$ cat src/rtl/core/fmrm_pkg.sv
// Shared types and constants for the residual moments block.
// No dependencies; used by every other file except the macro header.
package fmrm_pkg;

  localparam int OPC_W      = 2;
  localparam int COL_W      = 10;
  localparam int SLOT_W     = 3;
  localparam int VAL_W      = 32;
  localparam int SUM_W      = 64;
  localparam int SQ_W       = 63;
  localparam int CCNT_W     = 4;
  localparam int CCOL_W     = 11;
  localparam int CFG_IDX_W  = 2;
  localparam int CFG_DATA_W = 11;
  localparam int N_W        = CCNT_W + 1;
  localparam int Q_DEPTH    = 2;

  localparam logic [SQ_W-1:0]  SQ_MAX  = {SQ_W{1'b1}};
  localparam logic [SUM_W-1:0] SUM_MAX = {1'b0, {(SUM_W-1){1'b1}}};
  localparam logic [SUM_W-1:0] SUM_MIN = {1'b1, {(SUM_W-1){1'b0}}};

  localparam logic [CCNT_W-1:0] LATENT_RST  = 4'd1;
  localparam logic [CCNT_W-1:0] COVAR_RST   = 4'd1;
  localparam logic [CCOL_W-1:0] COLUMNS_RST = 11'd1024;

  typedef enum logic [OPC_W-1:0] {
    OP_LOAD_COL = 2'd0,
    OP_LOAD_ROW = 2'd1,
    OP_DATA     = 2'd2,
    OP_NONE     = 2'd3
  } op_e;

  typedef enum logic [CFG_IDX_W-1:0] {
    CFG_LATENT  = 2'd0,
    CFG_COVAR   = 2'd1,
    CFG_COLUMNS = 2'd2
  } cfg_idx_e;

  typedef struct packed {
    op_e               op;
    logic [COL_W-1:0]  col;
    logic [SLOT_W-1:0] slot;
    logic              is_cov;
    logic [VAL_W-1:0]  value;
    logic              last;
    logic              act;
  } cmd_t;

  typedef struct packed {
    logic [CCNT_W-1:0] nk;
    logic [CCNT_W-1:0] nd;
  } cfg_t;

endpackage

$ cat src/rtl/core/fmrm_queue.sv
// Short command queue between front and back.
// Depends on fmrm_pkg (cmd_t, Q_DEPTH).
module fmrm_queue (
  input  logic           clk_i,
  input  logic           rst_ni,
  input  logic           push_i,
  input  fmrm_pkg::cmd_t push_data_i,
  output logic           full_o,
  input  logic           pop_i,
  output fmrm_pkg::cmd_t pop_data_o,
  output logic           empty_o
);
  import fmrm_pkg::*;

  localparam int PtrW = $clog2(Q_DEPTH);

  cmd_t            entry_q [Q_DEPTH];
  logic [PtrW-1:0] wr_ptr_q, rd_ptr_q;
  logic [PtrW:0]   fill_q, fill_d;

  assign full_o     = (fill_q == (PtrW+1)'(Q_DEPTH));
  assign empty_o    = (fill_q == '0);
  assign pop_data_o = entry_q[rd_ptr_q];

  always_comb begin
    fill_d = fill_q;
    if (push_i && !pop_i) begin
      fill_d = fill_q + 1'b1;
    end else if (pop_i && !push_i) begin
      fill_d = fill_q - 1'b1;
    end
  end

  always_ff @(posedge clk_i or negedge rst_ni) begin
    if (!rst_ni) begin
      wr_ptr_q <= '0;
      rd_ptr_q <= '0;
      fill_q   <= '0;
    end else begin
      fill_q <= fill_d;
      if (push_i) begin
        wr_ptr_q <= wr_ptr_q + 1'b1;
      end
      if (pop_i) begin
        rd_ptr_q <= rd_ptr_q + 1'b1;
      end
    end
  end

  always_ff @(posedge clk_i) begin
    if (push_i) begin
      entry_q[wr_ptr_q] <= push_data_i;
    end
  end

endmodule

$ cat config.mk
export PLATFORM = sky130hd
export DESIGN_NAME = fmrm_queue
export DESIGN_NICKNAME = d
export VERILOG_FILES = /design/src/rtl/core/fmrm_pkg.sv /design/src/rtl/core/fmrm_queue.sv
export SDC_FILE = /design/constraint.sdc
export NUM_CORES = 1
export LEC_CHECK = 0
export ABC_AREA = 1
export BUFFER_PORTS_ARGS = -buffer_cell sky130_fd_sc_hd__buf_4
export CAP_MARGIN = 25
export CELL_PAD_IN_SITES_DETAIL_PLACEMENT = 1
export CELL_PAD_IN_SITES_GLOBAL_PLACEMENT = 1
export CORE_MARGIN = 2
export CORE_UTILIZATION = 35
export DETAILED_ROUTE_END_ITERATION = 10
export GPL_ROUTABILITY_DRIVEN = 0
export PLACE_DENSITY = 0.62
export SYNTH_ARGS = -nofsm -noshare
export SYNTH_HDL_FRONTEND = slang
export SYNTH_SLANG_ARGS = --single-unit
$ cat constraint.sdc
create_clock -name clk_i -period 3.6 [get_ports clk_i]
set_clock_uncertainty 0.15 [all_clocks]
set_input_delay 0.54 -clock clk_i [delete_from_list [all_inputs] [get_ports clk_i]]
set_output_delay 0.54 -clock clk_i [all_outputs]
set_load 0.1 [all_outputs]
After elaboration in Yosys (flattened, before gate mapping)
Memory sizes are Yosys's and may differ from the RTL's.
Cells that the tools add are included.
- bits in registers: 4
- bits in writable memories: 100
- input port bits: 54
- output and inout port bits: 52
- logic and storage cells: 19
- memories: 1
- memories (memory ; depth ; width ; read ports ; clocked after Yosys merged registers in ; write ports ; RTL line ; source):
    entry_q ; 2 ; 50 ; 1 ; 0 ; 1 ; fmrm_queue.sv:17 ; cmd_t entry_q [Q_DEPTH];
- add/subtract/negate cells: 4
- equality and inequality tests: 1
- mux-type cells: 4
- reduce and logical (&&, ||, !) cells: 6
- operators with widths (kind ; number):
    2-to-1 mux 2 bit ; 2
    adder 1 bit (second input constant) ; 2
    adder 2 x 1 -> 2 bit (second input constant) ; 1
    equality test 2 bit (second input constant) ; 1
    logical AND 1 bit ; 2
    logical NOT 1 bit ; 2
    logical NOT 2 bit ; 1
    2-to-1 mux 1 bit ; 2
    nonzero test 2 bit ; 1
    subtractor 2 x 1 -> 2 bit (second input constant) ; 1

Depth between registers and ports, before layout
- depth after elaboration: 4
- depth in mapped cells: 7
- gate-level depth less buffers: 7

Least setup slack after synthesis
OpenSTA, ideal clock, no wires.
- path kind: input to register
- from: input port push_i
- to: memory entry_q[0][0] in the netlist's numbering, enable pin
- library setup time: 0.459 ns
- arrival time: 2.680 ns
- data required time: 2.991 ns
- setup slack: 0.311 ns
- stages: 2
- path buffers: 0
- path through: inv_1 > nor2_1
- cells in the longest elaborated chain, start to end: 2
- RTL lines (what ; RTL line ; source):
    start, declared ; fmrm_queue.sv:6 ; input logic push_i,
    2-to-1 mux 1 bit ; fmrm_queue.sv:51 ; if (push_i) begin
    2-to-1 mux 1 bit (implied by the code) ; fmrm_queue.sv:52 ; entry_q[wr_ptr_q] <= push_data_i;
    end, declared ; fmrm_queue.sv:17 ;
No other way between the ends.

==> impl_metrics.env <==
export IMPL_status="finished clean"
export IMPL_worst_slack_ns=0.831
export IMPL_yosysTopAreaCell="edfxtp_1"
export IMPL_cp_start_kind="flip-flop"
export IMPL_grt_overflow_total=0
export IMPL_io_pins=106
export IMPL_drive_gt1_frac=0.581
export IMPL_cts_tree="built"
export IMPL_routed_wirelength_mm=7.46
export IMPL_synth_edf_count=100
export IMPL_yosysMostFrequentCell="edfxtp_1"
export IMPL_clkSinkCount=104
export IMPL_synth_seq_cells=104
export IMPL_cts_setup_buffers=0
export IMPL_cp_arrival_ns=2.08
export IMPL_die_w_um=112
export IMPL_slew_violations=0
export IMPL_wl_per_cell_um=16.8
export IMPL_initial_core_util=0.358
export IMPL_nNetsFinal=351
export IMPL_fin_crit_ns=2.77
export IMPL_yosys_warnings=0
export IMPL_worstSkewPairLatency_ns=0.33
export IMPL_place_area_um2=4980
export IMPL_setup_viol=0
export IMPL_dp_hpwl_mm=5.18
export IMPL_rows=39
export IMPL_synth_top_area_frac=0.738
export IMPL_async_flop_share=0.0385
export IMPL_fill_cells=1091
export IMPL_max_stage_delay_ns=0.76
export IMPL_ys_seq_area_frac=0.763
export IMPL_areaGrowthSynthToFinish_pct=29.1
export IMPL_worstPathCellList="buf_4, mux2_4, buf_4"
export IMPL_postCtsHoldBufs=1
export IMPL_crit_family="flip-flops"
export IMPL_cp_slowest_cell="dfrtp_4"
export IMPL_fin_area_um2=5250
export IMPL_grt_pass1_wl_mm=11.5
export IMPL_drtIter0Drc=82
export IMPL_cts_repair_resize_count=0
export IMPL_place_ws_ns=1.17
export IMPL_path_buf_inv=2
export IMPL_ys_top_cells_by_area="edfxtp_1, mux2_4, buf_12, dfrtp_1, inv_1"
export IMPL_die_area_um2=12500
export IMPL_timing_final_crit_share=0.769
export IMPL_whs_ns=0.233
export IMPL_postRouteAntennaNets=0
export IMPL_drc=0
export IMPL_hold_viol=0
export IMPL_htreeDepth=3
export IMPL_route_detailed_vias_per_inst=4.43
export IMPL_max_slew_margin=0.654
export IMPL_synth_flop_cell="edfxtp_1"
export IMPL_die_y_um=112
export IMPL_holdCritPathClass="in2reg"
export IMPL_cap_viol_max_count=0
export IMPL_worst_path_max_fanout=27
export IMPL_syn_instance_count=181
export IMPL_clockBufferDepth=2
export IMPL_syn_nets=236
export IMPL_grt_pass1_vias=2094
export IMPL_fmax_mhz=361
export IMPL_crit_type="reg2out"
export IMPL_rsz0062_at_grt="no"
export IMPL_syn_avg_cell_area_um2=22.5
export IMPL_cts_root_buf="clkbuf_16"
export IMPL_cp_common_cell="buf_4"
export IMPL_drtPass1Iterations=4
export IMPL_io_buffers=105
export IMPL_grt_util_all_layers=0.121
export IMPL_fp_coreArea_um2=11400
export IMPL_clk_pin_slew_ns=0.07
export IMPL_grt_max_degree=37
export IMPL_tightest_slew_ns=0.518
export IMPL_crit_required_ns=2.91
export IMPL_synthDistinctLibCells=14
export IMPL_numCtsBuffers=9
export IMPL_antenna_cells=0
export IMPL_ys_top_cells_by_count="edfxtp_1, mux2_4, inv_1, buf_12, nand2_1"
export IMPL_syn_area_um2=4070
export IMPL_vias=1966
export IMPL_fin_tns_setup_ns=0
export IMPL_crit_path_end_kind="primary output"
export IMPL_antenna_found_initial=0
## per-stage QoR
| step | std cells | util |
|---|---|---|
| 6_report | 444 | 0.462 |
| 5_1_grt | 444 | 0.462 |
| 4_1_cts | 444 | 0.462 |
| 3_5_place_dp | 427 | 0.438 |
| 3_3_place_gp | 427 | 0.438 |
| 2_1_floorplan | 181 | - |
## layout by cell type, fill, tap and decap left out, types with 2 or more instances in the layout
cell / count
nand2_1: 5
clkinv_2: 2
dfrtp_1: 3
mux2_4: 49
clkbuf_16: 9
edfxtp_1: 100
inv_1: 6
xor2_1: 2
nor2_1: 2
clkinv_1: 2
buf_4: 108
## final timing paths
| path | from | endpoint | cells past startpoint | slack (ns) |
|---|---|---|---|---|
| min in group asynchronous | rst_ni | fill_q[1] | 2 | 0.39 |
| worst min register to register | fill_q[1] | fill_q[1] | 2 | 0.36 |
| worst max-delay path | rd_ptr_q | pop_data_o[23] | 3 | 0.83 |
| worst min-delay path | push_data_i[49] | entry_q[0][49] | 1 | 0.23 |
| max in group asynchronous | rst_ni | rd_ptr_q | 2 | 2.79 |
| worst max register to register | wr_ptr_q | entry_q[1][4] | 3 | 1.73 |
## routing by layer
metal	part of all wire	GRT usage	routed length, µm	up-vias
met2	0.50	0.198	3700	69
li1	-	-	-	927
met1	0.43	0.155	3190	960
met3	0.060	0.0272	447	10
met4	0.017	0.0568	129	0
met5	0	0	0	-
## cell type report
| cell class | instances | area, µm² | area share |
|---|---|---|---|
| multi-input cells | 64 | 835 | 0.159 |
| flip-flops and latches | 104 | 3110 | 0.592 |
| inverters | 7 | 26.3 | 0.00500 |
| clock buffers | 10 | 229 | 0.0436 |
| clock inverters | 6 | 35.0 | 0.00667 |
| repair buffers | 110 | 841 | 0.160 |
| well taps | 143 | 179 | 0.0341 |
## cells by family after synthesis
family,count (synthesis),share of synthesized area
xor gates and xnor gates,3,0.00646
and+or+nand+nor,10,0.0102
adders and majority gates,1,0.00308
DFF,104,0.763
buffers and inverters,13,0.0338
muxes,50,0.184
## state kept, by name, indices dropped and copies added, names as in the netlist
signal,flops
entry_q,100
fill_q,2
rd_ptr_q,1
wr_ptr_q,1
## worst register-to-register path, stage by stage, from the launching register on
cell	delay, ns
dfrtp_1	0.42
nand2_1	0.09
inv_2	0.40
buf_4	0.47
Power is not shown: default switching activity piles up to over one toggle a cycle in this logic, so the estimate is an artifact.
