[src/rtl/core/fmrm_pkg.sv]
// Shared types and constants for the residual moments block.
// No dependencies; used by every other file except the macro header.
package fmrm_pkg;

  localparam int OPC_W      = 2;
  localparam int COL_W      = 10;
  localparam int SLOT_W     = 3;
  localparam int VAL_W      = 32;
  localparam int SUM_W      = 64;
  localparam int SQ_W       = 63;
  localparam int CCNT_W     = 4;
  localparam int CCOL_W     = 11;
  localparam int CFG_IDX_W  = 2;
  localparam int CFG_DATA_W = 11;
  localparam int N_W        = CCNT_W + 1;
  localparam int Q_DEPTH    = 2;

  localparam logic [SQ_W-1:0]  SQ_MAX  = {SQ_W{1'b1}};
  localparam logic [SUM_W-1:0] SUM_MAX = {1'b0, {(SUM_W-1){1'b1}}};
  localparam logic [SUM_W-1:0] SUM_MIN = {1'b1, {(SUM_W-1){1'b0}}};

  localparam logic [CCNT_W-1:0] LATENT_RST  = 4'd1;
  localparam logic [CCNT_W-1:0] COVAR_RST   = 4'd1;
  localparam logic [CCOL_W-1:0] COLUMNS_RST = 11'd1024;

  typedef enum logic [OPC_W-1:0] {
    OP_LOAD_COL = 2'd0,
    OP_LOAD_ROW = 2'd1,
    OP_DATA     = 2'd2,
    OP_NONE     = 2'd3
  } op_e;

  typedef enum logic [CFG_IDX_W-1:0] {
    CFG_LATENT  = 2'd0,
    CFG_COVAR   = 2'd1,
    CFG_COLUMNS = 2'd2
  } cfg_idx_e;

  typedef struct packed {
    op_e               op;
    logic [COL_W-1:0]  col;
    logic [SLOT_W-1:0] slot;
    logic              is_cov;
    logic [VAL_W-1:0]  value;
    logic              last;
    logic              act;
  } cmd_t;

  typedef struct packed {
    logic [CCNT_W-1:0] nk;
    logic [CCNT_W-1:0] nd;
  } cfg_t;

endpackage

[src/rtl/core/fmrm_if.sv]
// Request and result channel interfaces (valid/ready).
// Depends on fmrm_pkg for field widths.
interface fmrm_in_if;
  logic                             valid;
  logic                             ready;
  logic [fmrm_pkg::OPC_W-1:0]       opcode;
  logic [fmrm_pkg::COL_W-1:0]       column_index;
  logic [fmrm_pkg::SLOT_W-1:0]      slot_index;
  logic                             is_covariate;
  logic signed [fmrm_pkg::VAL_W-1:0] value;
  logic                             last;

  modport source (output valid, opcode, column_index, slot_index, is_covariate, value, last,
                  input ready);
  modport sink   (input valid, opcode, column_index, slot_index, is_covariate, value, last,
                  output ready);
endinterface


[src/rtl/core/fmrm_front.sv]
// Front end: config registers, request accept and classification.
// Depends on fmrm_pkg and fmrm_in_if; feeds fmrm_queue.
module fmrm_front #(
  parameter int MAX_COLUMNS    = 1024,
  parameter int MAX_LATENT     = 8,
  parameter int MAX_COVARIATES = 8
) (
  input  logic                            clk_i,
  input  logic                            rst_ni,
  fmrm_in_if.sink                         req_i,
  input  logic                            cfg_we_i,
  input  logic [fmrm_pkg::CFG_IDX_W-1:0]  cfg_idx_i,
  input  logic [fmrm_pkg::CFG_DATA_W-1:0] cfg_data_i,
  input  logic                            q_full_i,
  output logic                            q_push_o,
  output fmrm_pkg::cmd_t                  q_data_o,
  output fmrm_pkg::cfg_t                  cfg_o
);
  import fmrm_pkg::*;

  logic [CCNT_W-1:0] latent_q, covar_q;
  logic [CCOL_W-1:0] columns_q;
  logic [31:0]       ncol;
  logic              slot_ok, keep, accept;

  always_ff @(posedge clk_i or negedge rst_ni) begin
    if (!rst_ni) begin
      latent_q  <= LATENT_RST;
      covar_q   <= COVAR_RST;
      columns_q <= COLUMNS_RST;
    end else if (cfg_we_i) begin
      case (cfg_idx_e'(cfg_idx_i))
        CFG_LATENT:  latent_q  <= cfg_data_i[CCNT_W-1:0];
        CFG_COVAR:   covar_q   <= cfg_data_i[CCNT_W-1:0];
        CFG_COLUMNS: columns_q <= cfg_data_i[CCOL_W-1:0];
        default: ;
      endcase
    end
  end

  // counts saturate at the configured maxima
  assign cfg_o.nk = (32'(latent_q) > MAX_LATENT)    ? CCNT_W'(MAX_LATENT)     : latent_q;
  assign cfg_o.nd = (32'(covar_q)  > MAX_COVARIATES) ? CCNT_W'(MAX_COVARIATES) : covar_q;
  assign ncol     = (32'(columns_q) > MAX_COLUMNS)   ? 32'(MAX_COLUMNS)       : 32'(columns_q);

  assign slot_ok = req_i.is_covariate ? (32'(req_i.slot_index) < MAX_COVARIATES)
                                      : (32'(req_i.slot_index) < MAX_LATENT);

  always_comb begin
    q_data_o.op     = op_e'(req_i.opcode);
    q_data_o.col    = req_i.column_index;
    q_data_o.slot   = req_i.slot_index;
    q_data_o.is_cov = req_i.is_covariate;
    q_data_o.value  = req_i.value;
    q_data_o.last   = req_i.last;
    q_data_o.act    = (32'(req_i.column_index) < ncol);
    case (op_e'(req_i.opcode))
      OP_LOAD_COL: keep = slot_ok && (32'(req_i.column_index) < MAX_COLUMNS);
      OP_LOAD_ROW: keep = slot_ok;
      OP_DATA:     keep = q_data_o.act || req_i.last;
      default:     keep = 1'b0;
    endcase
  end

  assign req_i.ready = !q_full_i;
  assign accept      = req_i.valid && req_i.ready;
  assign q_push_o    = accept && keep;

endmodule

[src/flat_wrapper.sv]
// flat-port wrapper written by rule: the top's interface ports become plain ports
module fmrm_front_flat import fmrm_pkg::*;
#(
  parameter int MAX_COLUMNS    = 1024,
  parameter int MAX_LATENT     = 8,
  parameter int MAX_COVARIATES = 8
)
  (clk_i, rst_ni, cfg_we_i, cfg_idx_i, cfg_data_i, q_full_i, q_push_o, q_data_o, cfg_o, req_i_valid, req_i_opcode, req_i_column_index, req_i_slot_index, req_i_is_covariate, req_i_value, req_i_last, req_i_ready);
  fmrm_in_if req_i_i ();
  input  logic clk_i;
  input  logic rst_ni;
  input  logic cfg_we_i;
  input  logic [fmrm_pkg::CFG_IDX_W-1:0] cfg_idx_i;
  input  logic [fmrm_pkg::CFG_DATA_W-1:0] cfg_data_i;
  input  logic q_full_i;
  output logic q_push_o;
  output fmrm_pkg::cmd_t q_data_o;
  output fmrm_pkg::cfg_t cfg_o;
  input wire logic [$bits(req_i_i.valid)-1:0] req_i_valid;
  input wire logic [$bits(req_i_i.opcode)-1:0] req_i_opcode;
  input wire logic [$bits(req_i_i.column_index)-1:0] req_i_column_index;
  input wire logic [$bits(req_i_i.slot_index)-1:0] req_i_slot_index;
  input wire logic [$bits(req_i_i.is_covariate)-1:0] req_i_is_covariate;
  input wire logic [$bits(req_i_i.value)-1:0] req_i_value;
  input wire logic [$bits(req_i_i.last)-1:0] req_i_last;
  output wire logic [$bits(req_i_i.ready)-1:0] req_i_ready;
  assign req_i_i.valid = req_i_valid;
  assign req_i_i.opcode = req_i_opcode;
  assign req_i_i.column_index = req_i_column_index;
  assign req_i_i.slot_index = req_i_slot_index;
  assign req_i_i.is_covariate = req_i_is_covariate;
  assign req_i_i.value = req_i_value;
  assign req_i_i.last = req_i_last;
  assign req_i_ready = req_i_i.ready;
  fmrm_front #(.MAX_COLUMNS(MAX_COLUMNS), .MAX_LATENT(MAX_LATENT), .MAX_COVARIATES(MAX_COVARIATES)) u_core (.clk_i(clk_i), .rst_ni(rst_ni), .req_i(req_i_i), .cfg_we_i(cfg_we_i), .cfg_idx_i(cfg_idx_i), .cfg_data_i(cfg_data_i), .q_full_i(q_full_i), .q_push_o(q_push_o), .q_data_o(q_data_o), .cfg_o(cfg_o));
endmodule
[config.mk]
export PLATFORM = sky130hd
export DESIGN_NAME = fmrm_front_flat
export DESIGN_NICKNAME = d
export VERILOG_FILES = /design/src/rtl/core/fmrm_pkg.sv /design/src/rtl/core/fmrm_if.sv /design/src/rtl/core/fmrm_front.sv /design/src/flat_wrapper.sv
export SDC_FILE = /design/constraint.sdc
export NUM_CORES = 1
export LEC_CHECK = 0
export ABC_CLOCK_PERIOD_IN_PS = 3100
export BUFFER_PORTS_ARGS = -buffer_cell sky130_fd_sc_hd__buf_4
export CORE_AREA = 2 2 65 67
export CTS_CLUSTER_DIAMETER = 40
export DETAILED_ROUTE_END_ITERATION = 8
export DIE_AREA = 0 0 67 69
export PLACE_DENSITY = 0.79
export SLEW_MARGIN = 20
export SYNTH_ARGS = -nofsm -noshare
export SYNTH_HDL_FRONTEND = slang
export SYNTH_SLANG_ARGS = --single-unit
export TNS_END_PERCENT = 30
[constraint.sdc]
create_clock -name clk_i -period 3.1 [get_ports clk_i]
set_input_delay 0.62 -clock clk_i [delete_from_list [all_inputs] [get_ports clk_i]]
set_output_delay 0.62 -clock clk_i [all_outputs]
set_load 0.02 [all_outputs]
# --- Word-level counts from Yosys, hierarchy flattened ---
# Cells that the tools add are included.
word_totals:
  mem_count: 0
  out_inout_bits: 60
  rom_bits: 0
  mem_bits_rw: 0
  input_bits: 67
  latch_bits: 0
  elab_cells: 25
  register_bits: 19
classes:
  n_mul: 0
  n_reduce_logical: 10
  n_addsub: 0
  n_eq_ne: 4
  n_div: 0
  muxes: 4
  bitwise_logic: 0
  shifts: 0
  order_cmp: 4
ops:
  columns: ["cell", "count"]
  rows:
  - ["$lt A10 B32 Y1", 1]
  - ["$gt A11 B11 Y1 const B", 1]
  - ["$mux W11", 1]
  - ["$gt A4 B4 Y1 const B", 2]
  - ["$mux W4", 2]
  - ["$reduce_and A2 Y1", 3]
  - ["$eq A2 B1 Y1 const B", 2]
  - ["$eq A2 B2 Y1 const B", 2]
  - ["$logic_not A2 Y1", 2]
  - ["$logic_and A1 B1 Y1", 2]
  - ["$pmux W1 S2", 1]
  - ["$reduce_or A2 Y1", 1]
  - ["$logic_not A1 Y1", 1]
  - ["$logic_or A1 B1 Y1", 1]

# --- Depth between registers and ports, before layout ---
# Gate-level depths: netlist (run 1).
logic_depth:
  word_depth: 6
  mapped_depth: 7
  mapped_depth_nobuf: 6

# --- Worst setup path after synthesis (run 1) ---
# Ideal clock, no wire load.
synth_timing:
  path_type: "reg-to-output"
  startpoint: "register u_core.columns_q[10]"
  endpoint: "output port q_push_o"
  t_arrival_ns: 2.138
  required_ns: 2.480
  stages_incl_launch_ff: 8
  path_slack_ns: 0.342
  n_path_buf: 1
  path_cell_list: "dfstp_2 -> buf_2 -> nand2b_1 -> ha_1 -> and3_1 -> a221oi_1 -> nor3_1 -> o41ai_2"
synth_via:
  elab_chain_len: 6
synth_rtl:
  columns: ["item", "line_no", "rtl"]
  rows:
  - ["start, declared", "fmrm_front.sv:22", "logic [CCOL_W-1:0] columns_q;"]
  - ["start signal, assigned", "fmrm_front.sv:35", "CFG_COLUMNS: columns_q <= cfg_data_i[CCOL_W-1:0];"]
  - ["$gt A11 B11 Y1", "fmrm_front.sv:44", "assign ncol = (32'(columns_q) > MAX_COLUMNS) ? 32'(MAX_COLUMNS) : 32'(columns_q);"]
  - ["$mux W11 (*)", "fmrm_front.sv:44", null]
  - ["$lt A10 B32 Y1 (*)", "fmrm_front.sv:56", "q_data_o.act = (32'(req_i.column_index) < ncol);"]
  - ["$logic_or A1 B1 Y1 (*)", "fmrm_front.sv:60", "OP_DATA: keep = q_data_o.act || req_i.last;"]
  - ["$pmux W1 S2 (*)", "fmrm_front.sv:57", "case (op_e'(req_i.opcode))"]
  - ["$logic_and A1 B1 Y1 (*)", "fmrm_front.sv:67", "assign q_push_o = accept && keep;"]
  - ["end, declared", "flat_wrapper.sv:16", "output logic q_push_o;"]
# Mark *: on every way between the ends. The rest lies on a longest branch, timed or not.

# --- Worst setup path in the final report (run 1) ---
# Ends and elaborated chain as after synthesis.

==> qor.csv, run 1 <==
metric;value;unit
Starting Density;36.8;%
asr flop ratio synth;100;%
initial antenna violation count;0;
WP buf/inv;1;
register area;479;sq um
routed vias;873;
Synth area leader;dfrtp_1;
Detailed Route Iter0 Violations;6;
CP top delay family;compound AO/OA/AOI/OAI gates;
crit path kind;reg2out;
DIE HEIGHT;69;um
post-synthesis compound-gate area fraction;5.04;%
Layout Nets;222;
# DRC;0;
EDFF count, synth;0;
clock sinks;19;
first drt pass iteration count;4;
CP max stage delay;0.59;ns
clock root buffer;clkbuf_8;
H-tree depth;1;
unrepaired setup endpoints after global routing;false;
max_cap viols;0;
Cell variety after synth;25;
core area;0.00391;sq mm
Ports;127;
Hold Fails Final Rpt;0;
CP Max Fanout;7;
xor/xnor cell area share of the yosys netlist;0;%
Max-slew headroom;60.9;%
Final Skew;0;ns
Worst-Skew Late Latency;0.24;ns
largest family of logic cells by synthesized area;buffers and inverters;
Mean Syn Cell Area;10.5;sq um
# diodes;0;
largest net degree at the start of global routing;20;
CP max stage cell;dfstp_2;
Post-CTS Resized;0;
# fillers;421;
Placed Area;0.00152;sq mm
Post-Route WL;2.47;mm
Final ANT Viol Nets;0;
P_leak;0.764;nW
GRT Overall Usage;10.5;%
Startpoint Class;register;
Pwr Density;490;mW/mm^2
TritonCTS clock tree;built;
synth warn;0;
Worst Path Arrival;2.33;ns
sequential area share after synthesis;33.3;%
layout cells sized above 1;47.6;%
worst path cell trace;nand2b_1 -> ha_1 -> and3_1 -> a221oi_1 -> nor3_1 -> o41ai_2 -> buf_4;
Hold WC Path Type;in2async;
Post-DP HPWL;2.05;mm
crit end category;primary output;
clock-pin slew on the worst setup and hold paths;0.07;ns
Tmin final;2.95;ns
outcome;complete, no violations;
Longest Clk Path Bufs;2;
vias in the first global route;890;
multi-input logic area;572;sq um
setup TNS;0;ns
total gr overflow;0;
first-pass GRT wire length;3.92;mm
post-synthesis adder-cell area fraction;7.82;%
row cnt;23;
Area Overhead vs Synth;10.3;%
simple-gate share of the synthesized area;12.0;%
maximum vdd ir drop;0.237;mV
most frequent cell after synthesis;buf_4;
Total Die Area;0.00462;sq mm
ys flop type;dfrtp_1;
wire per inst;12.7;um
Via-to-Cell Ratio;4.48;
Port Buffer Count;54;
flops & latches, synth;19;
width of the die;67;um
most area-consuming cells after synthesis;dfrtp_1 28%, buf_4 26%, mux2_1 13%, ha_1 7.8%, dfstp_2 5.5%;
design area;0.00159;sq mm
worst slew pin tran;0.584;ns
share of the synthesized area in the top cell type;27.8;%
Post-Syn Nets;213;
Post-Syn Area;0.00144;sq mm
WP data required;2.48;ns
Max Slew Vio Count;0;
Final Setup Violations;0;
Syn Inst Count;137;
f_max;0.339;GHz
Post-synth top cells;49 x buf_4, 16 x dfrtp_1, 16 x mux2_1;
total CTS buffers;3;
post-route clock period utilization;95.1;%
mux share of post-synthesis cell area;14.9;%
RePlAce Congestion;0.692;
[cells by family after synthesis]
logic type      Yosys count
buf+inv                  54
compound gates            9
simple gates             27
fa+ha+maj                 9
mux                      19
flops                    19
[registers in the layout, summed over array words and instances, names as in the netlist]
register          flops
u_core.latent_q       4
u_core.columns_q     11
u_core.covar_q        4
[worst register-to-register path, delay by kind of cell, from the launching register on]
family	cells	cell delay, ns
DFF	1	0.59
muxes	1	0.16
buffers and inverters	1	0.17
[cell type report]
cell class,count,area share (%)
Tap cell,50,3.94
Sequential cell,19,30.2
Inverter,1,0.236
Timing Repair Buffer,57,26.8
Multi-Input combinational cell,64,36.0
Clock buffer,4,2.84
[per-stage QoR]
step                      hold slack, ns  setup slack (ns)  utilization, %  power, mW  std cells
after floorplan                    0.324             0.342               -      0.575        137
after global placement             0.462             0.362            38.9      0.603        188
after detailed placement           0.471             0.286            38.9      0.611        188
after CTS                          0.244            0.0290            40.1      0.779        192
after global routing               0.247            0.0200            40.6      0.834        195
final                              0.235             0.151            40.6      0.777        195
[cell usage in the layout, fill, tap and decap left out, types with 2 or more instances in the layout]
cell type,count
a21o_1,2
mux2_1,16
clkbuf_8,3
mux2_2,3
dfstp_2,3
nor2b_1,6
nand2b_1,10
nand3b_1,2
a21oi_1,2
dfrtp_1,16
ha_1,9
nor2_1,3
buf_4,56
nand2_1,2
[power breakdown]
part	leakage [nW]	switching [mW]	internal [mW]	total [mW]
Combinational	0.521	0.132	0.150	0.283
Sequential	0.221	0.0291	0.300	0.330
Clock	0.0228	0.0741	0.0910	0.165
Total	0.764	0.236	0.542	0.777
[what timing repair did]
action / in CTS / in global routing
hold buffers: 0 / 0
buffers inserted: 0 / 3
setup endpoints to repair: 0 / 1
[per-layer routing]
layer  global-route usage (%)  vias to the layer above  wire length [um]
li1                         -                      426                 -
met1                     13.0                      409               989
met2                     17.9                       34              1270
met3                     2.77                        4               201
met4                     2.49                        0                10
met5                        0                        -                 0
[final timing paths]
kind | slack (ns) | depth (start not counted) | endpoint | start
min in group clk_i | 0.48 | 1 | u_core.latent_q[2] | u_core.latent_q[2]
max in group asynchronous | 2.60 | 1 | u_core.columns_q[10] | rst_ni
worst max-delay path | 0.15 | 7 | q_push_o | u_core.columns_q[10]
worst min-delay path | 0.23 | 1 | u_core.covar_q[3] | rst_ni
worst max register to register | 2.13 | 2 | u_core.columns_q[10] | u_core.columns_q[10]
worst min register to register | 0.48 | 1 | u_core.latent_q[2] | u_core.latent_q[2]
No activity file was read; power rests on OpenSTA's default activity.
==> run 2, diff against run 1 <==
Settings changed: ABC_CLOCK_PERIOD_IN_PS 3100 to 2900.
Clock period 3.1 ns to 2.9 ns, I/O delays scaled along.
==> qor.csv, run 2 (synthesis gave the netlist of run 1 again) <==
metric;value;unit;change
Pwr Density;528;mW/mm^2;+7.8%
initial antenna violation count;0;;unchanged
Worst-Skew Late Latency;0.25;ns;about the same
Post-Layout Cell Count;194;;-0.51%
met3 global-route usage;3.10;%;+0.33 points
total gr overflow;0;;unchanged
Max Slew Vio Count;0;;unchanged
Worst Path Arrival;2.23;ns;-0.10 ns
Placed Area;0.00152;sq mm;unchanged
top flop regs;u_core.columns_q (11), u_core.covar_q (4), u_core.latent_q (4);;
Port Buffer Count;54;;unchanged
TritonCTS clock tree;built;;
Layout Nets;221;;-0.45%
Gate power share;37.7;%;+1.3 points
post-route clock period utilization;97.0;%;
reg2reg path depth;2;;unchanged
register area;479;sq um;unchanged
Max-slew headroom;61.4;%;+0.50 points
WP data required;2.32;ns;-0.16 ns
RePlAce Congestion;0.677;;-2.2%
Via-to-Cell Ratio;4.62;;+3.3%
dpl cells;188;;unchanged
met2 Use GR;17.5;%;-0.44 points
overall power;0.852;mW;+9.7%
multi-input logic area;604;sq um;+5.7%
outcome;complete, no violations;;
# DRC;0;;unchanged
Detailed Route Iter0 Violations;10;;+4
CP Max Fanout;5;;-2
Util after Layout;41.3;%;+0.70 points
maximum vdd ir drop;0.265;mV;+11%
worst hold slack;0.195;ns;-0.0395 ns
Total Die Area;0.00462;sq mm;unchanged
Largest Register;u_core.columns_q;;
total internal power;0.589;mW;+8.6%
worst reg-to-reg setup slack;2.01;ns;-0.12 ns
crit path kind;reg2out;;
largest net degree at the start of global routing;20;;unchanged
P_leak;0.763;nW;-0.19%
vias in the first global route;885;;-0.56%
Final WS setup;0.0856;ns;-0.0649 ns
Post-DP HPWL;2.16;mm;+5.3%
# diodes;0;;unchanged
wire per inst;13.5;um;+6.9%
core area;0.00391;sq mm;unchanged
grt peak-use layer;met2;;
DIE HEIGHT;69;um;unchanged
Seq pwr share;41.4;%;-1.0 points
total CTS buffers;3;;unchanged
commonest non-fill, non-tap cell in the layout;buf_4;;
Tmin final;2.81;ns;
routed vias;897;;+2.7%
Hold WC Path Type;in2async;;
Area Overhead vs Synth;12.2;%;
max_cap viols;0;;unchanged
width of the die;67;um;unchanged
GR Layer Usage met1;13.3;%;+0.30 points
GRT Overall Usage;10.8;%;+0.33 points
Reg-to-Reg End;u_core.columns_q[10];;
switching share of total power;30.9;%;+0.65 points
first-pass GRT wire length;3.95;mm;+0.87%
# fillers;409;;-2.9%
Startpoint Class;register;;
clock root buffer;clkbuf_8;;
clock-pin slew on the worst setup and hold paths;0.07;ns;about the same
clock sinks;19;;unchanged
Final Skew;0;ns;unchanged
Hold Fails Final Rpt;0;;unchanged
Longest Clk Path Bufs;2;;unchanged
f_max;0.355;GHz;
H-tree depth;1;;unchanged
first drt pass iteration count;4;;unchanged
crit end category;primary output;;
Final Setup Violations;0;;unchanged
Post-Route WL;2.63;mm;+6.4%
Starting Density;36.8;%;unchanged
number of flip-flops in the largest register;11;;unchanged
r2r startpoint;u_core.columns_q[10];;
Ports;127;;unchanged
worst slack at placement;0.196;ns;-0.0903 ns
row cnt;23;;unchanged
Final ANT Viol Nets;0;;unchanged
most frequent cells in the layout;56 x buf_4, 16 x mux2_1, 16 x dfrtp_1, 10 x nand2b_1, 8 x ha_1;;
setup TNS;0;ns;unchanged
layout cells sized above 1;50.7;%;+3.1 points
worst slew pin tran;0.577;ns;-0.00743 ns
hold_buf cts;0;;unchanged
net switching power figure;0.264;mW;+12%
clock power share;20.9;%;-0.3 points
design area;0.00162;sq mm;+1.7%
[run 2: cell type report]
| cell class | count | area share, % |
|---|---|---|
| Clock buffer | 4 | 2.79 |
| Inverter | 1 | 0.232 |
| Multi-Input combinational cell | 64 | 37.4 |
| Sequential cell | 19 | 29.7 |
| Tap cell | 50 | 3.87 |
| Timing Repair Buffer | 56 | 26.0 |
[run 2: what timing repair did]
action,in CTS,in global routing
pin swaps,0,2
gates resized for setup,0,5
setup buffers,2,0
endpoints found under the setup margin,1,1
[run 2: how the worst max path moves through the flow]
stage	from	to	slack, ns	cells after the start
2_1_floorplan	u_core.columns_q[10]	q_push_o	0.18	7
3_3_place_gp	req_i_column_index[6]	q_push_o	0.23	7
3_5_place_dp	u_core.columns_q[10]	q_push_o	0.20	7
4_1_cts	u_core.columns_q[10]	q_push_o	0.01	7
5_1_grt	u_core.columns_q[10]	q_push_o	-0.03	7
6_report	u_core.columns_q[10]	q_push_o	0.09	7
[run 2: power by group through the flow]
stage | combinational [mW] | clock, mW | sequential (mW)
2_1_floorplan | 0.267 | 0 | 0.347
3_3_place_gp | 0.284 | 0 | 0.361
3_5_place_dp | 0.292 | 0 | 0.364
4_1_cts | 0.306 | 0.186 | 0.354
5_1_grt | 0.354 | 0.197 | 0.360
6_report | 0.321 | 0.178 | 0.353
[run 2: per-layer routing]
| metal | vias up | part of all wire [%] |
|---|---|---|
| met5 | - | 0 |
| met4 | 0 | 0.91 |
| met3 | 6 | 7.2 |
| met2 | 34 | 53 |
| met1 | 429 | 39 |
| li1 | 428 | - |
[run 2: critical path: stages, from the launching register on]
cell	delay, ns
dfstp_2	0.57
nand2b_1	0.11
ha_1	0.23
and3_4	0.19
a221oi_2	0.28
nor3_2	0.09
o41ai_2	0.31
buf_4	0.19
